File: src/hw/rtl/spq_pkg.sv
// ----------------------------------------------------------------------------
// spq_pkg: shared types and constants of the sorted priority queue
// Queue depth, field widths, request and status codes, the cell command
// struct and the ordering compare.
// ----------------------------------------------------------------------------
package spq_pkg;

	localparam int CAPACITY = 16;
	localparam int VAL_W    = 32;
	localparam int CNT_W    = $clog2(CAPACITY + 1);
	localparam int PH_W     = $clog2(CAPACITY);

	localparam logic REQ_INS = 1'b0;
	localparam logic REQ_REM = 1'b1;

	localparam logic [1:0] STAT_OK    = 2'd0;
	localparam logic [1:0] STAT_EMPTY = 2'd1;
	localparam logic [1:0] STAT_FULL  = 2'd2;

	typedef enum logic [1:0] {
		OP_HOLD = 2'd0,
		OP_INS  = 2'd1,
		OP_REM  = 2'd2,
		OP_SORT = 2'd3
	} op_t;

	// Command broadcast to every cell of the row
	typedef struct packed {
		op_t              op;
		logic             phase;
		logic             mode;
		logic [VAL_W-1:0] value;
		logic [CNT_W-1:0] count;
	} cell_ctrl_t;

	// True when a must stand strictly ahead of b in the given order
	function automatic logic goes_before(input logic [VAL_W-1:0] a,
		input logic [VAL_W-1:0] b, input logic mode);
		logic lt;
		logic gt;
		lt = ($signed(a) < $signed(b));
		gt = ($signed(a) > $signed(b));
		return mode ? lt : gt;
	endfunction

endpackage

File: src/hw/rtl/spq_cell.sv
// ----------------------------------------------------------------------------
// spq_cell: one slot of the sorted row
// Holds one entry and picks its next value from itself, its neighbors or the
// new word: shift-in on insert, shift-down on remove, compare-swap on sort.
// ----------------------------------------------------------------------------
module spq_cell
	import spq_pkg::*;
(
	input  logic             clk,
	input  cell_ctrl_t       ctrl,
	input  logic [CNT_W-1:0] idx,
	input  logic [VAL_W-1:0] left_q,
	input  logic             left_m,
	input  logic [VAL_W-1:0] right_q,
	input  logic             right_lt,
	output logic [VAL_W-1:0] q,
	output logic             m,
	output logic             lt,
	output logic [VAL_W-1:0] d
);

	logic [VAL_W-1:0] entry_q;
	logic             own_valid;
	logic             right_valid;
	logic             is_left;

	assign q           = entry_q;
	assign own_valid   = (idx < ctrl.count);
	assign right_valid = (({1'b0, idx} + 1'b1) < {1'b0, ctrl.count});
	assign is_left     = (idx[0] == ctrl.phase);

	// At or past the insertion point
	assign m  = !own_valid || goes_before(ctrl.value, entry_q, ctrl.mode);
	assign lt = goes_before(entry_q, left_q, ctrl.mode);

	always_comb begin
		d = entry_q;
		case (ctrl.op)
			OP_INS: begin
				if (m) begin
					d = left_m ? left_q : ctrl.value;
				end
			end
			OP_REM: begin
				d = right_q;
			end
			OP_SORT: begin
				if (is_left && right_valid && right_lt) begin
					d = right_q;
				end else if (!is_left && own_valid && lt && (idx != '0)) begin
					d = left_q;
				end
			end
			default: begin
				d = entry_q;
			end
		endcase
	end

	always_ff @(posedge clk) begin
		entry_q <= d;
	end

endmodule

File: src/hw/rtl/spq_ctrl.sv
// ----------------------------------------------------------------------------
// spq_ctrl: sequencer and result register of the sorted priority queue
// Decodes requests, keeps the count and the order the row is sorted in, runs
// the re-sort passes after a mode change and registers the result word.
// ----------------------------------------------------------------------------
module spq_ctrl
	import spq_pkg::*;
(
	input  logic             clk,
	input  logic             arst_n,
	input  logic             cfg_we,
	input  logic             cfg_wdata,
	input  logic             in_valid,
	output logic             in_ready,
	input  logic             req_type,
	input  logic [VAL_W-1:0] value,
	output logic             out_valid,
	input  logic             out_ready,
	output logic [VAL_W-1:0] removed_value,
	output logic [VAL_W-1:0] front_value,
	output logic [CNT_W-1:0] entry_count,
	output logic             is_empty,
	output logic [1:0]       status,
	input  logic [VAL_W-1:0] head_q,
	input  logic [VAL_W-1:0] head_d,
	output cell_ctrl_t       ctrl
);

	typedef enum logic [2:0] {
		ST_IDLE = 3'b001,
		ST_SORT = 3'b010,
		ST_INS  = 3'b100
	} state_t;

	state_t           state_q;
	state_t           state_nxt;
	logic             min_mode_q;
	logic             sorted_mode_q;
	logic [CNT_W-1:0] count_q;
	logic [CNT_W-1:0] count_nxt;
	logic [PH_W-1:0]  phase_q;
	logic [VAL_W-1:0] pend_q;
	logic             out_valid_q;
	logic [VAL_W-1:0] removed_q;
	logic [VAL_W-1:0] front_q;
	logic [CNT_W-1:0] entry_count_q;
	logic             is_empty_q;
	logic [1:0]       status_q;

	logic             accept;
	logic             full;
	logic             need_sort;
	logic             res_load;
	logic [1:0]       res_status;
	op_t              op;

	assign in_ready  = (state_q == ST_IDLE) && (!out_valid_q || out_ready);
	assign accept    = in_valid && in_ready;
	assign full      = (count_q == CNT_W'(CAPACITY));
	assign need_sort = (sorted_mode_q != min_mode_q) && (count_q > CNT_W'(1));

	always_comb begin
		op         = OP_HOLD;
		state_nxt  = state_q;
		res_load   = 1'b0;
		res_status = STAT_OK;
		case (state_q)
			ST_IDLE: begin
				if (accept) begin
					if (req_type == REQ_INS) begin
						if (full) begin
							res_load   = 1'b1;
							res_status = STAT_FULL;
						end else if (need_sort) begin
							state_nxt = ST_SORT;
						end else begin
							op       = OP_INS;
							res_load = 1'b1;
						end
					end else begin
						res_load = 1'b1;
						if (count_q == '0) begin
							res_status = STAT_EMPTY;
						end else begin
							op = OP_REM;
						end
					end
				end
			end
			ST_SORT: begin
				op = OP_SORT;
				if (phase_q == PH_W'(CAPACITY - 1)) begin
					state_nxt = ST_INS;
				end
			end
			ST_INS: begin
				op        = OP_INS;
				res_load  = 1'b1;
				state_nxt = ST_IDLE;
			end
			default: begin
				state_nxt = ST_IDLE;
			end
		endcase
	end

	always_comb begin
		case (op)
			OP_INS:  count_nxt = count_q + 1'b1;
			OP_REM:  count_nxt = count_q - 1'b1;
			default: count_nxt = count_q;
		endcase
	end

	assign ctrl.op    = op;
	assign ctrl.phase = phase_q[0];
	assign ctrl.mode  = min_mode_q;
	assign ctrl.value = (state_q == ST_INS) ? pend_q : value;
	assign ctrl.count = count_q;

	always_ff @(posedge clk or negedge arst_n) begin
		if (!arst_n) begin
			state_q       <= ST_IDLE;
			min_mode_q    <= 1'b1;
			sorted_mode_q <= 1'b1;
			count_q       <= '0;
			phase_q       <= '0;
			out_valid_q   <= 1'b0;
		end else begin
			state_q <= state_nxt;
			count_q <= count_nxt;
			if (cfg_we) begin
				min_mode_q <= cfg_wdata;
			end
			if (op == OP_INS) begin
				sorted_mode_q <= min_mode_q;
			end
			phase_q <= (state_q == ST_SORT) ? phase_q + 1'b1 : '0;
			if (res_load) begin
				out_valid_q <= 1'b1;
			end else if (out_ready) begin
				out_valid_q <= 1'b0;
			end
		end
	end

	// Payload registers
	always_ff @(posedge clk) begin
		if (accept) begin
			pend_q <= value;
		end
		if (res_load) begin
			removed_q     <= (op == OP_REM) ? head_q : '0;
			front_q       <= (count_nxt == '0) ? '0 : head_d;
			entry_count_q <= count_nxt;
			is_empty_q    <= (count_nxt == '0);
			status_q      <= res_status;
		end
	end

	assign out_valid     = out_valid_q;
	assign removed_value = removed_q;
	assign front_value   = front_q;
	assign entry_count   = entry_count_q;
	assign is_empty      = is_empty_q;
	assign status        = status_q;

endmodule

File: src/hw/rtl/sorted_priority_queue.sv
// ----------------------------------------------------------------------------
// sorted_priority_queue: min/max priority queue on a row of sorted cells
// Entries stay sorted across a row of cells; insert and remove act on every
// cell at once, and a mode change is repaired by odd-even compare-swap passes.
// ----------------------------------------------------------------------------
//  channel   signals                                   dir   handshake
//  input     req_type, value                           in    in_valid / in_ready
//  result    removed_value, front_value, entry_count,  out   out_valid / out_ready
//            is_empty, status
//  config    cfg_wdata (min_mode)                      in    cfg_we, no wait
//
//  An insert or remove acts on the cell row as it is accepted; its result is
//  registered and shows the next cycle. in_ready is high when idle and the
//  result register is free or being taken, so one word per cycle is taken
//  while out_ready stays high and no re-sort runs; a stalled result holds
//  off the input. The first insert after a change of min_mode with two or
//  more entries stored first runs odd-even passes, then the insert itself.
//  Reset clears the count and the control state; cell contents are not reset.
// ----------------------------------------------------------------------------
module sorted_priority_queue
	import spq_pkg::*;
(
	input  logic             clk,
	input  logic             arst_n,
	input  logic             cfg_we,
	input  logic             cfg_wdata,
	input  logic             in_valid,
	output logic             in_ready,
	input  logic             req_type,
	input  logic [VAL_W-1:0] value,
	output logic             out_valid,
	input  logic             out_ready,
	output logic [VAL_W-1:0] removed_value,
	output logic [VAL_W-1:0] front_value,
	output logic [CNT_W-1:0] entry_count,
	output logic             is_empty,
	output logic [1:0]       status
);

	cell_ctrl_t       ctrl;
	logic [VAL_W-1:0] q_w     [CAPACITY];
	logic [VAL_W-1:0] d_w     [CAPACITY];
	logic             m_w     [CAPACITY];
	logic             lt_w    [CAPACITY];
	logic [VAL_W-1:0] left_q  [CAPACITY];
	logic             left_m  [CAPACITY];
	logic [VAL_W-1:0] right_q [CAPACITY];
	logic             right_lt[CAPACITY];

	spq_ctrl u_ctrl (
		.clk           (clk),
		.arst_n        (arst_n),
		.cfg_we        (cfg_we),
		.cfg_wdata     (cfg_wdata),
		.in_valid      (in_valid),
		.in_ready      (in_ready),
		.req_type      (req_type),
		.value         (value),
		.out_valid     (out_valid),
		.out_ready     (out_ready),
		.removed_value (removed_value),
		.front_value   (front_value),
		.entry_count   (entry_count),
		.is_empty      (is_empty),
		.status        (status),
		.head_q        (q_w[0]),
		.head_d        (d_w[0]),
		.ctrl          (ctrl)
	);

	for (genvar i = 0; i < CAPACITY; i++) begin : g_cell
		if (i == 0) begin : g_first
			assign left_q[i] = '0;
			assign left_m[i] = 1'b0;
		end else begin : g_mid
			assign left_q[i] = q_w[i-1];
			assign left_m[i] = m_w[i-1];
		end
		if (i == CAPACITY - 1) begin : g_last
			assign right_q[i]  = q_w[i];
			assign right_lt[i] = 1'b0;
		end else begin : g_inner
			assign right_q[i]  = q_w[i+1];
			assign right_lt[i] = lt_w[i+1];
		end

		spq_cell u_cell (
			.clk      (clk),
			.ctrl     (ctrl),
			.idx      (CNT_W'(i)),
			.left_q   (left_q[i]),
			.left_m   (left_m[i]),
			.right_q  (right_q[i]),
			.right_lt (right_lt[i]),
			.q        (q_w[i]),
			.m        (m_w[i]),
			.lt       (lt_w[i]),
			.d        (d_w[i])
		);
	end

endmodule

File: config.mk
export PLATFORM = sky130hd
export DESIGN_NAME = sorted_priority_queue
export DESIGN_NICKNAME = d
export VERILOG_FILES = /design/src/hw/rtl/spq_pkg.sv /design/src/hw/rtl/spq_cell.sv /design/src/hw/rtl/spq_ctrl.sv /design/src/hw/rtl/sorted_priority_queue.sv
export SDC_FILE = /design/constraint.sdc
export NUM_CORES = 2
export LEC_CHECK = 0
export BUFFER_PORTS_ARGS = -buffer_cell sky130_fd_sc_hd__buf_2
export CORE_ASPECT_RATIO = 0.8
export CORE_MARGIN = 2
export CORE_UTILIZATION = 30
export DETAILED_ROUTE_END_ITERATION = 10
export HOLD_SLACK_MARGIN = 0.02
export PLACE_DENSITY = 0.53
export SYNTH_ARGS = -nofsm -noshare
export SYNTH_HDL_FRONTEND = slang
export SYNTH_SLANG_ARGS = --single-unit
File: constraint.sdc
create_clock -name clk -period 7.36 [get_ports clk]
set_clock_uncertainty 0.1 [all_clocks]
set_input_delay 0.368 -clock clk [delete_from_list [all_inputs] [get_ports clk]]
set_output_delay 0.368 -clock clk [all_outputs]
set_load 0.05 [all_outputs]
Yosys cells after proc, flatten, opt, wreduce, memory -nomap -nowiden
Cells that the tools add are included.
Word-level totals
  register bits: 631
  output and inout bits: 74
  input bits: 39
  word-level logic and storage cells: 423
Operators by class
  bitwise logic cells: 1
  multiplexer cells: 133
  eq/ne operators: 44
  reductions and logical operators: 120
  $add $sub $neg: 3
  order comparisons: 94
Operators by type and width (number)
  32-bit two-way mux: 62
  32-bit one-hot mux with 3 select lines: 15
  32-bit greater-than comparator: 31
  32-bit < comparator: 31
  4-bit by 5-bit < comparator with 1-bit output, first input constant: 16
  32-bit one-hot mux with 2 select lines: 1
  1-bit logical AND: 63
  3-bit AND reduction: 15
  3-bit by 1-bit inequality test with 1-bit output, second input constant: 14
  3-bit by 5-bit < comparator with 1-bit output, first input constant: 8
  1-bit two-way mux: 39
  2-bit by 1-bit inequality test with 1-bit output, second input constant: 19
  2-bit by 5-bit < comparator with 1-bit output, first input constant: 4
  1-bit logical NOT: 18
  1-bit logical OR: 17
  1-bit by 5-bit < comparator with 1-bit output, first input constant: 3
  3-bit two-way mux: 5
  2-bit two-way mux: 6
  5-bit logical NOT: 2
  5-bit one-hot mux with 2 select lines: 1
  2-bit one-hot mux with 3 select lines: 1
  3-bit one-hot mux with 2 select lines: 1
  5-bit by 1-bit adder with 5-bit output, second input constant: 1
  5-bit equality test, second input constant: 1
  18 further kinds: 21

Logic depth before layout (Yosys ltp)
  depth after elaboration: 10
  gate-level depth with buffers: 19
  gate-level depth less buffers: 16

By module
From an unflattened synthesis, not the netlist that was laid out.
Second synthesis, totals
  cells, all modules: 13395
  area, all modules: 100774.2 um2
Modules (own cells, without submodules)
  spq_cell (g_cell[12].u_cell ...): seq. area each 640.6 um2, cells an instance 879, times used 10, area each 6383.6 um2
  spq_cell (g_cell[0].u_cell ...): seq. area each 640.6 um2, cells an instance 708, times used 6, area each 5298.8 um2
  spq_ctrl: seq. area each 3502.1 um2, cells an instance 355, times used 1, area each 5137.4 um2
  sorted_priority_queue: seq. area each 0.0 um2, cells an instance 2, times used 1, area each 7.5 um2

Worst setup path after synthesis
Ideal clock, no wire load.
  path type: flip-flop to flip-flop
  start point: register u_ctrl.out_valid_q (netlist: u_ctrl.out_valid)
  end point: register g_cell[11].u_cell.entry_q[0], enable pin
  stages on the path, launching flop included: 13
  path buffers: 2
  arrival time: 7169 ps
  data required time: 6790 ps
  setup time: 470 ps
  setup slack: -379 ps
  period minus slack after synthesis: 7739 ps
  cell sequence: dfrtp_1 > nor2b_1 > nor4b_1 > nand2_1 > inv_1 > a21oi_1 > or2_2 > ha_1 > clkbuf_1 > inv_1 > clkbuf_1 > nor2_1 > a211oi_1
Between the ends
  cells in the longest elaborated chain, start to end: 9
  elaborated cells between the ends (all ways): 13
  those cells by class: eq/ne (5); mux (2); reduce/logical (6)
RTL lines
  start, declared: line spq_ctrl.sv:43  | logic out_valid_q;
  start signal, assigned: line spq_ctrl.sv:128  | out_valid_q <= 1'b0;
  start signal, assigned: line spq_ctrl.sv:140  | out_valid_q <= 1'b1;
  start signal, assigned: line spq_ctrl.sv:142  | out_valid_q <= 1'b0;
  1-bit logical NOT (*): line spq_ctrl.sv:57  | assign in_ready = (state_q == ST_IDLE) && (!out_valid_q || out_ready);
  1-bit logical OR (*): line spq_ctrl.sv:57
  1-bit logical AND (*): line spq_ctrl.sv:57
  net in_ready: line sorted_priority_queue.sv:28  | output logic in_ready,
  1-bit logical AND (*): line spq_ctrl.sv:58  | assign accept = in_valid && in_ready;
  net u_ctrl.accept: line spq_ctrl.sv:50  | logic accept;
  2-bit two-way mux (*): line spq_ctrl.sv:69  | if (accept) begin
  2-bit one-hot mux with 3 select lines (*): line spq_ctrl.sv:67  | case (state_q)
  2-bit equality test / 2-bit by 1-bit equality test with 1-bit output (equally long branches): line spq_cell.sv:38  | case (ctrl.op)
  3-bit by 1-bit inequality test with 1-bit output (no source line) (tied with other cells)
  3-bit AND reduction (no source line) (*)
  end signal, assigned: line spq_cell.sv:61  | entry_q <= d;
  end, declared: line spq_cell.sv:22  | logic [VAL_W-1:0] entry_q;
Mark *: on every way through the listed nets, which the timed path passes. The rest lies on a longest branch.
A chain may end at the register's enable or synchronous reset.

Worst setup path in the final report
  start point: register u_ctrl.state_q[2]
  end point: register g_cell[11].u_cell.entry_q[10], enable pin
Between the ends
  cells in the longest elaborated chain, start to end: 8
  elaborated cells between the ends (all ways): 19
  those cells by class: order compare (2); eq/ne (8); mux (4); reduce/logical (5)
RTL lines
  start, declared: line spq_ctrl.sv:35  | state_t state_q;
  start signal, assigned: line spq_ctrl.sv:130  | state_q <= state_nxt;
  parallel branches: the longest is 7 deep, another holds 32-bit greater-than comparator
  3-bit AND reduction (no source line) (*)
Every way passes the cells marked *.

==> qor.yml <==
outcome: "complete, no violations"
power.internal_mw: 16.5
timing.fmax_mhz: 153
synth_warnings: 0
synth-seq-cells: 631
p_sw_mw: 16.9
utilization_pct: 34.0
cts_root_buf: "clkbuf_16"
slew_violations: 0
cap_violations: 0
worst-setup-path-type: "reg2reg"
die_h_um: 407
relSlewSlack_pct: 10.6
drc: 0
routed_wl_mm: 263
crit_arrival_ns: 6.84
syn-num-nets: 7368
hold_class: "in2reg"
ios: 113
yosysTopAreaCell: "edfxtp_1"
p_sw_share_pct: 50.6
synth-edff-count: 584
syn-cell-area_mm2: 0.0608
antenna_found_initial: 8
grt.overflow.total: 0
post_cts_buffers: 0
die_w_um: 507
rsz0062_at_grt: "false"
cts_tree: "done"
stdcell_count: 9171
ys_seq_area_share_pct: 30.5
dr.pass1.iters: 8
grt_pass1_wl_mm: 381
power.leakage_nw: 29.3
ys.flop_type: "edfxtp_1"
p_per_area_mw_per_mm2: 490
initial_utilization_pct: 30.2
worst_slew_pin_slew_ns: 1.34
clk_latency_ns: 0.74
ant_nets: 0
nFillCells: 20300
core_mm2: 0.201
vias: 55500
synth_cells: 6328
endpoint_kind: "flip-flop"
grt_pass1_vias: 52000
clk_pin_slew_ns: 0.06
worstPathRequired_ns: 7.66
synthTopCellsByArea: "edfxtp_1 (29%), ha_1 (21%), mux2i_1 (7.8%)"
min_period_ns: 6.55
tns_ns: 0
fin_crit_sh_pct: 88.9
hpwl_mm: 203
power_frac_comb_pct: 59.9
portBuffers: 112
final-hold-violation-count: 0
design_area_mm2: 0.0683
routedWlPerCell_um: 28.7
seq_power_share_pct: 27.1
place_inst: 8980
async_flop_share_pct: 2.38
cts_buffers: 80
multiInputGateArea_mm2: 0.0389
vdd_drop_max_mv: 0.267
clk_path_buf_depth: 3
rows: 147
syn2layout_area_growth_pct: 12.4
yosys.cell_types.count: 92
viasPerCell: 6.05
postSynthAreaPerCell_um2: 9.61
p_clk_share_pct: 13.0
grt_start_max_net_pins: 135
seqCellArea_mm2: 0.0186
htreeDepth: 3
startpoint_type: "flip-flop"
track_usage_pct: 24.8
yosysTopAreaCellShare_pct: 28.9
worstPathMaxFanout: 33
cts_sinks: 631
die-area_mm2: 0.206
postPlaceCellArea_mm2: 0.0652
setup_viol: 0
fin_nets: 7458
drive_gt1_share_pct: 10.2
drtIter0Drc: 7222
gp_congestion: 0.978
## cells in the mapped netlist (155+ instances only)
| master | instances |
|---|---|
| nor2_1 | 325 |
| a21oi_1 | 307 |
| nand2_1 | 444 |
| edfxtp_1 | 584 |
| a221o_1 | 162 |
| nand3_1 | 194 |
| o221ai_1 | 215 |
| nand4_1 | 159 |
| mux2i_1 | 475 |
| ha_1 | 1001 |
| a21o_1 | 238 |
| o21ai_0 | 155 |
| clkbuf_1 | 216 |
| inv_1 | 578 |
## stage by stage
step,total power [mW],hold slack [ns],setup slack (ns)
2_1_floorplan,21.4,-0.0276,-0.182
3_3_place_gp,27.8,0.199,1.03
3_5_place_dp,28.3,0.207,0.997
4_1_cts,32.8,0.0391,0.993
5_1_grt,35.6,0.0959,0.614
6_report,33.5,0.0912,0.814
## layout by cell type (no fill, tap or decap), types with 62 or more instances in the layout
cell	n
a21o_1	238
edfxtp_1	584
buf_4	172
nand4_1	159
mux2i_1	467
nor2b_1	63
nor3_1	102
o221ai_1	215
clkbuf_16	80
o211ai_1	62
o21ai_0	155
mux2_2	151
a221o_1	162
nor2_1	320
a21oi_1	305
inv_1	576
nand2_1	442
a22oi_1	109
nand3_1	193
buf_2	112
ha_1	998
## final cells by class
cell class / instances / share of cell area [%]
diodes: 6 / 0.0220
clock buffers: 96 / 3.09
clock inverters: 51 / 0.965
inverters: 591 / 3.26
multi-input cells: 4779 / 57.0
flip-flops and latches: 631 / 27.2
well taps: 2682 / 4.91
repair buffers: 335 / 3.63
## state kept, by name, indices dropped and copies added, names as in the netlist, 2 cells and up
name / count
g_cell.u_cell.q: 512
u_ctrl.status: 2
u_ctrl.phase_q: 4
u_ctrl.pend_q: 32
u_ctrl.entry_count: 5
u_ctrl.state_q: 3
u_ctrl.count_q: 5
u_ctrl.removed_value: 32
u_ctrl.front_value: 32
## logic make-up after synthesis
family                   Yosys count  share of synthesized area [%]
AO/OA/AOI/OAI                   1654                           20.0
AND/OR/NAND/NOR                 1473                           11.6
adder cells (fa/ha/maj)         1001                           20.6
buffers and inverters            918                           6.19
multiplexers                     641                           10.9
flip-flops                       631                           30.5
XOR/XNOR                          10                          0.144
## metal layers
metal / routed length, um / GRT usage (%) / vias to the layer above
met4: 5990 / 5.65 / 0
met1: 124000 / 37.7 / 27600
met3: 31900 / 7.57 / 311
li1: - / - / 24700
met2: 101000 / 33.3 / 2950
met5: 0 / 0 / -
## worst paths after layout
| check | from | endpoint | slack, ns | depth (start not counted) |
|---|---|---|---|---|
| setup / recovery | u_ctrl.state_q[2] | g_cell[11].u_cell.q[10] | 0.81 | 18 |
| setup reg to reg | u_ctrl.state_q[2] | g_cell[11].u_cell.q[10] | 0.81 | 18 |
| min in group asynchronous | arst_n | u_ctrl.min_mode_q | 0.10 | 2 |
| hold / removal | in_valid | u_ctrl.state_q[1] | 0.09 | 5 |
| hold reg to reg | g_cell[0].u_cell.q[30] | g_cell[1].u_cell.q[30] | 0.44 | 1 |
| max in group asynchronous | arst_n | u_ctrl.state_q[2] | 6.01 | 3 |
## critical path, cell delays in order, from the launching register on
cell and delay, ns:
dfrtp_1 0.43, nor3b_2 0.23, buf_4 0.40, mux2_2 0.64
inv_1 0.70, buf_4 0.38, ha_1 0.19, nor2b_1 0.04
o211ai_1 0.18, a21oi_1 0.13, o21ai_0 0.28, o211ai_1 0.40
a221oi_2 0.48, mux2i_1 0.23, a211o_1 0.12, buf_4 0.48
nor2_1 0.16, a211oi_4 0.25, buf_4 0.32
## timing repair
| item | CTS | global route |
|---|---|---|
| hold endpoints to repair | 53 | 0 |
| hold buffers | 38 | 0 |
| resized for setup | 0 | 0 |
## power by group through the flow
stage	combinational [mW]	sequential [mW]	clock [mW]
after floorplan	13.1	8.30	0
after global placement	18.8	9.01	0
after detailed placement	19.3	9.02	0
after CTS	19.4	8.96	4.40
after global routing	21.9	9.18	4.53
final	20.0	9.07	4.36
Note: power is estimated with default switching activity, not from simulation.
